==> config.mk <==
export PLATFORM = sky130hd
export DESIGN_NAME = gbs_ram
export DESIGN_NICKNAME = d
export VERILOG_FILES = /design/src/sv/greedy_box_suppression_core_macros.svh /design/src/sv/gbs_ram.sv
export SDC_FILE = /design/constraint.sdc
export NUM_CORES = 1
export LEC_CHECK = 0
export ABC_AREA = 0
export ABC_CLOCK_PERIOD_IN_PS = 2500
export BUFFER_PORTS_ARGS = -buffer_cell sky130_fd_sc_hd__buf_4
export CELL_PAD_IN_SITES_DETAIL_PLACEMENT = 0
export CELL_PAD_IN_SITES_GLOBAL_PLACEMENT = 1
export CORE_MARGIN = 10
export CORE_UTILIZATION = 45
export CTS_BUF_LIST = sky130_fd_sc_hd__clkbuf_4 sky130_fd_sc_hd__clkbuf_8
export CTS_CLUSTER_DIAMETER = 80
export DETAILED_ROUTE_END_ITERATION = 12
export PLACE_DENSITY = 0.74
export SLEW_MARGIN = 20
export SYNTH_ARGS = -nofsm -noshare
export SYNTH_HDL_FRONTEND = slang
export SYNTH_SLANG_ARGS = --single-unit
==> constraint.sdc <==
create_clock -name clk -period 2.5 [get_ports clk]
set_input_delay 0.5 -clock clk [delete_from_list [all_inputs] [get_ports clk]]
set_output_delay 0.5 -clock clk [all_outputs]
set_load 0.02 [all_outputs]
==> src/sv/greedy_box_suppression_core_macros.svh <==
// ----------------------------------------------------------------------------
// Assertion macros for the greedy box suppression core
// Short forms for clocked implication checks with async reset disable.
// ----------------------------------------------------------------------------
`ifndef GREEDY_BOX_SUPPRESSION_CORE_MACROS_SVH
`define GREEDY_BOX_SUPPRESSION_CORE_MACROS_SVH

// same-cycle implication
`define GBS_ASSERT_IMPL(label, clk, rst_n, ante, cons, msg) \
	label: assert property (@(posedge clk) disable iff (!(rst_n)) (ante) |-> (cons)) \
		else $error(msg);

// next-cycle implication
`define GBS_ASSERT_NEXT(label, clk, rst_n, ante, cons, msg) \
	label: assert property (@(posedge clk) disable iff (!(rst_n)) (ante) |=> (cons)) \
		else $error(msg);

`endif

==> src/sv/gbs_ram.sv <==
// ----------------------------------------------------------------------------
// gbs_ram
// Simple dual-port RAM, one write and one read port, registered read data.
// ----------------------------------------------------------------------------
`default_nettype none

module gbs_ram #(
	parameter int WIDTH = 8,
	parameter int DEPTH = 16
) (
	input  wire logic                                           clk,
	input  wire logic                                           we,
	input  wire logic [((DEPTH > 1) ? $clog2(DEPTH) : 1)-1:0]  waddr,
	input  wire logic [WIDTH-1:0]                               wdata,
	input  wire logic                                           re,
	input  wire logic [((DEPTH > 1) ? $clog2(DEPTH) : 1)-1:0]  raddr,
	output logic [WIDTH-1:0]                                    rdata
);

	logic [WIDTH-1:0] mem [DEPTH];

	always_ff @(posedge clk) begin
		if (we) begin
			mem[waddr] <= wdata;
		end
		if (re) begin
			rdata <= mem[raddr];
		end
	end

endmodule

`default_nettype wire
== Yosys cells after proc, flatten, opt, wreduce, memory -nomap -nowiden ==
Memories as Yosys holds them, arrays and structs flattened. A register that Yosys moved wholly into a read port is not among the register bits.
Cells that the tools add are included.
Word-level totals
  ROM bits: 0
  memories kept: 1
  RAM bits: 128
  input bits: 19
  flip-flop bits (word level): 0
  latch bits: 0
Operators by class
  equality and inequality tests: 0
  $mul: 0
  reductions and logical operators: 0
  add/sub/neg operators: 0
  bitwise logic cells: 0
  mux-type cells: 2
  shift-type cells: 0
  divide/modulo/power cells: 0
  magnitude comparators: 0
Memory list
  mem: words 16, width 8, rd ports 1, clocked after Yosys merged registers in 1, wr ports 1, line gbs_ram.sv:20  | logic [WIDTH-1:0] mem [DEPTH];
Operators with widths (number)
  $mux W1: 2

== Depth between registers and ports, before layout ==
Gate-level depths: netlist of the first run.
  word-level depth: 2
  gate-level depth with buffers: 5

== Worst setup path after synthesis of the first run ==
OpenSTA, ideal clock, no wires.
  path kind: input to register
  from: input waddr[2] (netlist bit)
  to: memory mem[0][0] (enable)
  stages on the path: 2
  library setup time: 383 ps
  path buffers: 0
  arrival time: 1610 ps
  setup slack: 507 ps
  path through: or3b_2 nor3_1
RTL lines
  start: declaration: line gbs_ram.sv:13  | input wire logic [((DEPTH > 1) ? $clog2(DEPTH) : 1)-1:0] waddr,
  end: declaration: line gbs_ram.sv:20
Straight into the memory's write port.

==> metrics.txt, run 1 <==
sequential share of the synthesized area between 70% and 80%; root cell of the clock tree sky130_fd_sc_hd__clkbuf_8; result of the run completed; CP Capture Type flop; transition at the pin with the smallest max-transition slack approximately 0.65 ns; count of antenna-violating nets left after detailed routing 0; total overflow reported by the global router 0; final critical-path required period approximately 1.6 ns; latest clock arrival within the worst-skew pair roughly 0.43 ns; Worst VDD drop 323 uV; first drt pass iteration count 4; placeable core area between 10,000 and 15,000 sq um; average wire per cell in the routed design around 23 microns; Min-Delay Path Class in -> reg; Post-Syn Nets 248; total power density per cell area approximately 740 nW/um^2; Final Max Slew Viols 0; Iteration-0 DRC Markers roughly 170; post-cts gate resize count 0; TNS Setup 0 ns; number of filler instances in the final layout 901; share of the clock period used by the worst path approximately 65%; Clock Skew ~0.0086 ns; endpoint required time on the critical path ~2.7 ns; post-cts hold buffer count 0; Clock Sink Count between 100 and 150; total wire length after detailed routing about 10 mm; number of top-level design ports 27; Arrival @ worst endpoint 1.81 ns; Die Y roughly 130 microns; commonest register cell after synthesis sky130_fd_sc_hd__edfxtp_1; Mapped Area about 5200 sq um; FMAX 616 MHz; Max-slew headroom 56.4%; total DRC errors in the routed layout 0; count of buffers from port buffering 26; Final Instance Count excl. Fillers between 400 and 500; antenna violations before repair 0; Syn Area/Cell roughly 23 sq um; initial cell density of the core between 40% and 50%; CTS tree yes; vias in the first global route 2,615; count of state elements after synthesis around 140; final RePlAce weighted congestion approximately 0.7; proportion of register bits with asynchronous set or reset after synthesis 0%; CP Max Fanout 12; layout cells sized above 1 between 30% and 40%; max_cap viols 0; layout-stage area growth over the synthesis result 15.7%; setup repair after global routing missed its margin no; Crit Path Category in -> reg; detailed-route vias per instance ~5.5; number of setup violations in the final report 0; x dimension of the die 128 microns; number of cell rows 39; CTS HTree Levels 4; crit path launch type primary input; area enclosed by the die boundary ~16,000 sq um; synthesized instance count about 230; Nets slightly above 300; count of different cell masters after synthesis 18; largest net degree at the start of global routing 26; number of buffers inserted during clock tree synthesis 17; via total after detailed routing roughly 2,400; GRT Overall Usage about an eighth; EDFF count, synth between 100 and 150; HPWL Detailed 6.47 mm; wire length of the first global-routing pass roughly 15 mm; total leakage power 2.02 nW; clock transition at the registers of the reported paths roughly 0.070 ns; yosys warns 0; number of setup buffers added after CTS 0; number of buffers on the longest clock path 2; count of endpoints failing hold in the final timing report 0; Diodes inserted 0; dpl cells 408
[sequential cells by signal (all words and copies together) (netlist names)]
name,count
mem,128
rdata,8
[path summary, 6_finish.rpt]
| path | start | endpoint | slack [ns] | depth (start not counted) |
|---|---|---|---|---|
| hold reg to reg | mem[12][3] | rdata[3] | 0.75 | 3 |
| hold / removal | wdata[3] | mem[6][3] | 0.38 | 1 |
| setup / recovery | raddr[0] | rdata[1] | 0.88 | 5 |
| setup reg to reg | mem[3][7] | rdata[7] | 0.96 | 3 |
[power by group]
part,switching [W],internal [W]
Clock,0.000793,0.000864
Combinational,0.000141,0.000114
Sequential,0.0000163,0.00257
[cell families after synthesis]
group,share of synthesized area (%)
compound gates,2.30
buf+inv,1.65
flops,78.1
mux,14.8
simple gates,3.14
[cell usage after synthesis, types with 2 or more instances]
cell | number | area share [%]
sky130_fd_sc_hd__edfxtp_1 | 136 | 78
sky130_fd_sc_hd__mux4_2 | 18 | 7.8
sky130_fd_sc_hd__a22oi_1 | 16 | 2.3
sky130_fd_sc_hd__mux4_1 | 14 | 7.0
sky130_fd_sc_hd__nor2_1 | 13 | 0.93
sky130_fd_sc_hd__nand2_1 | 9 | 0.65
sky130_fd_sc_hd__nor3_1 | 4 | 0.38
sky130_fd_sc_hd__buf_2 | 3 | 0.29
sky130_fd_sc_hd__buf_6 | 3 | 0.65
sky130_fd_sc_hd__clkdlybuf4s25_2 | 3 | 0.57
sky130_fd_sc_hd__nand2b_1 | 2 | 0.24
sky130_fd_sc_hd__nand3b_1 | 2 | 0.29
[area by class of cell]
type	instances	area, sq um	share of cell area (%)
clock inverter	15	136	2.25
multi-input combinational	83	1060	17.5
clock buffer	17	234	3.87
timing repair buffer	46	358	5.92
sequential	136	4080	67.5
tap	143	179	2.96
[cell usage in the layout (no fill, tap or decap)]
cell type / synthesis / final
sky130_fd_sc_hd__mux4_2: 18 / 18
sky130_fd_sc_hd__clkinv_1: 0 / 5
sky130_fd_sc_hd__nor3_1: 4 / 4
sky130_fd_sc_hd__clkinvlp_4: 0 / 4
sky130_fd_sc_hd__and2_1: 1 / 1
sky130_fd_sc_hd__nand2_1: 9 / 9
sky130_fd_sc_hd__bufinv_16: 0 / 2
sky130_fd_sc_hd__a22oi_1: 16 / 16
sky130_fd_sc_hd__nor2_1: 13 / 13
sky130_fd_sc_hd__clkinv_2: 0 / 2
sky130_fd_sc_hd__nor2b_1: 1 / 1
sky130_fd_sc_hd__clkinv_4: 0 / 2
sky130_fd_sc_hd__buf_4: 1 / 45
sky130_fd_sc_hd__mux4_1: 14 / 14
sky130_fd_sc_hd__clkbuf_8: 0 / 17
sky130_fd_sc_hd__nand3b_1: 2 / 2
sky130_fd_sc_hd__nand3_1: 1 / 1
sky130_fd_sc_hd__nand2b_1: 2 / 2
sky130_fd_sc_hd__or3b_2: 1 / 1
sky130_fd_sc_hd__buf_12: 0 / 1
sky130_fd_sc_hd__and2b_1: 1 / 1
sky130_fd_sc_hd__edfxtp_1: 136 / 136
[metrics by stage]
stage | setup WS (ns) | cell area, sq um | power [W] | hold slack (ns) | utilization, %
6_report | 0.876 | 6050 | 0.00450 | 0.378 | 53.0
5_1_grt | 0.787 | 6050 | 0.00466 | 0.367 | 53.0
4_1_cts | 0.883 | 6050 | 0.00455 | 0.348 | 53.0
3_5_place_dp | 0.410 | 5680 | 0.00290 | 0.743 | 49.7
3_3_place_gp | 0.415 | 5680 | 0.00289 | 0.728 | 49.7
2_1_floorplan | 0.507 | 5230 | 0.00277 | 0.599 | -
[critical path, stage by stage]
cell                      delay [ns]
sky130_fd_sc_hd__buf_4          0.10
sky130_fd_sc_hd__buf_4          0.23
sky130_fd_sc_hd__mux4_1         0.57
sky130_fd_sc_hd__a22oi_1        0.31
sky130_fd_sc_hd__nand2_1        0.09
[layer usage]
metal | wire length (microns) | share of wire (%) | GRT usage (%)
met3 | 429 | 4.3 | 3.02
met5 | 0 | 0 | 0
met4 | 155 | 1.6 | 5.96
met2 | 4850 | 49 | 19.8
met1 | 4520 | 45 | 17.1
Power figures use the tool's default switching activity.
==> inputs of run 2 (changes only) <==
- ABC_CLOCK_PERIOD_IN_PS: 2500 -> 1500
- clock period: 2.5 -> 1.5 ns (I/O delays scaled with it)
==> run 2 against run 1 <==
Effect of this change:
- routed wire length rose by 3.6%
- die area stayed put
- setup slack lost 0.84 ns
- first-iteration DRC count up 3.0%
- sequential power is 67% higher
- power is 77% higher
- non-clock buffer count increased by 9
- clock skew grew 0.0029 ns
- cell count rose by 2.0%
- via count is 0.16% higher
- global-route usage increased by 0.52 points
- largest power group unchanged
==> metrics.txt, run 2 (synthesized netlist as in run 1, its figures left out) <==
result of the run completed; Final Max Slew Viols 0; number of cell rows 39; register-to-register setup slack 0.03 ns; wire length of the first global-routing pass 16.0 mm; crit path launch type flop; total leakage power a little over 2 nW; cell with the largest stage delay on the worst path sky130_fd_sc_hd__mux4_2; layout cells sized above 1 ~40%; total area of sequential cells approximately 4000 sq um; final RePlAce weighted congestion 0.738; WHS Endpoint mem[4][1]; count of antenna-violating nets left after detailed routing 0; total power density per cell area 1280 nW/um^2; largest net degree at the start of global routing 17; number of setup violations in the final report 0; FMAX 682 MHz; area occupied by multi-input gates between 1000 and 1500 sq um; max FFs per register roughly 130; Diodes inserted 0; critical-path cell list mux4_2 -> a22oi_2 -> nand2_1; transition at the pin with the smallest max-transition slack between 0.8 and 0.9 ns; Arrival @ worst endpoint roughly 1.6 ns; max_cap viols 0; CP Capture Type flop; biggest regs mem x128, rdata x8; area enclosed by the die boundary 16,300 sq um; startpoint of the tightest hold check path wdata[1]; CP Max Fanout 1; share of the clock period used by the worst path 97.7%; Max-slew headroom between 40 and 50%; Worst Hold Depth 1; layout-stage area growth over the synthesis result 18.7%; Placed Instance Area 5760 sq um; Crit Path Category reg -> reg; initial cell density of the core 45.8%; setup repair after global routing missed its margin yes; vias in the first global route approximately 2,600; number of buffers inserted during clock tree synthesis 17; total overflow reported by the global router 0; CTS HTree Levels 4; largest incremental delay on the critical path about 0.47 ns; Clock Sink Count about 140; FF-to-FF End rdata[7]; x dimension of the die 128 microns; placeable core area ~11,000 sq um; average wire per cell in the routed design 23.0 microns; number of top-level design ports 27; count of buffers from port buffering 26; number of buffers on the longest clock path 2; antenna violations before repair 0; detailed-route vias per instance between 5 and 6; Worst VDD drop roughly 660 uV; total DRC errors in the routed layout 0; GRT Overall Usage a little over an eighth; number of filler instances in the final layout 892; most frequent cells in the layout sky130_fd_sc_hd__edfxtp_1 (136), sky130_fd_sc_hd__buf_4 (49), sky130_fd_sc_hd__mux4_2 (31); Clock Skew 0.0114 ns; Min-Delay Path Class in -> reg; HPWL Detailed just under 7 mm; Iteration-0 DRC Markers between 150 and 200; Nets 312; kind of cell with the highest combined delay on the critical path multiplexers; depth of the worst register-to-register path 3; clock transition at the registers of the reported paths 0.07 ns; count of endpoints failing hold in the final timing report 0; root cell of the clock tree sky130_fd_sc_hd__clkbuf_8; total wire length after detailed routing ~10 mm; total power draw ~0.008 W; final critical-path required period 1.47 ns; CTS tree yes; latest clock arrival within the worst-skew pair 0.44 ns; beginning of the worst register-to-register path mem[8][7]; first drt pass iteration count 4; endpoint required time on the critical path around 1.7 ns; Die Y about 130 microns; most frequent standard cell in the layout excluding fill and tap cells sky130_fd_sc_hd__edfxtp_1; via total after detailed routing about 2,400; Reg with most FFs mem; WP buf/inv 0; finished layout cell area a little over 6000 sq um
-- run 2: worst max path at each step --
stage                     startpoint         to  slack [ns]  depth (start not counted)
after global routing      mem[11][7]   rdata[7]       -0.01                          3
final                      mem[8][7]   rdata[7]        0.03                          3
after CTS                  mem[6][3]   rdata[3]        0.02                          3
after floorplan             waddr[2]  mem[3][0]       -0.07                          2
after detailed placement    raddr[0]   rdata[6]       -0.37                          6
after global placement      raddr[0]   rdata[6]       -0.38                          6
-- run 2: final cells by class --
cell class	count	area share, %
Timing Repair Buffer	55	7.86
Sequential cell	136	65.8
Clock inverter	14	2.90
Tap cell	143	2.88
Clock buffer	18	3.89
Multi-Input combinational cell	83	16.7
-- run 2: power by group --
part           total (W)  internal (W)  switching (W)
sequential       0.00430       0.00428      0.0000236
combinational   0.000486      0.000229       0.000257
clock            0.00317       0.00181        0.00136
total            0.00795       0.00632        0.00164
-- run 2: timing repair --
item,4_1_cts,5_1_grt
hold buffers,0,0
cloned,0,0
resized for setup,2,2
buffers inserted,0,0
setup endpoints to repair,2,3
endpoints found under the hold margin,0,0
-- run 2: layer usage --
| metal | vias to the layer above | part of all wire [%] | track usage (%) |
|---|---|---|---|
| met5 | - | 0 | 0 |
| met4 | 0 | 1.7 | 4.70 |
| met3 | 14 | 6.6 | 4.92 |
| met2 | 79 | 49 | 20.3 |
| met1 | 1243 | 43 | 17.5 |
| li1 | 1096 | - | - |
-- run 2: per-stage QoR --
stage | cells | hold slack (ns) | TNS [ns] | utilization, % | worst slack [ns]
final | 449 | 0.172 | 0 | 54.4 | 0.0341
after global routing | 449 | 0.153 | -0.0135 | 54.4 | -0.0135
after CTS | 449 | 0.147 | 0 | 54.3 | 0.0230
after detailed placement | 417 | 0.619 | -4.33 | 50.5 | -0.372
after global placement | 417 | 0.605 | -4.05 | 50.5 | -0.382
after floorplan | 229 | 0.399 | -1.99 | - | -0.0661
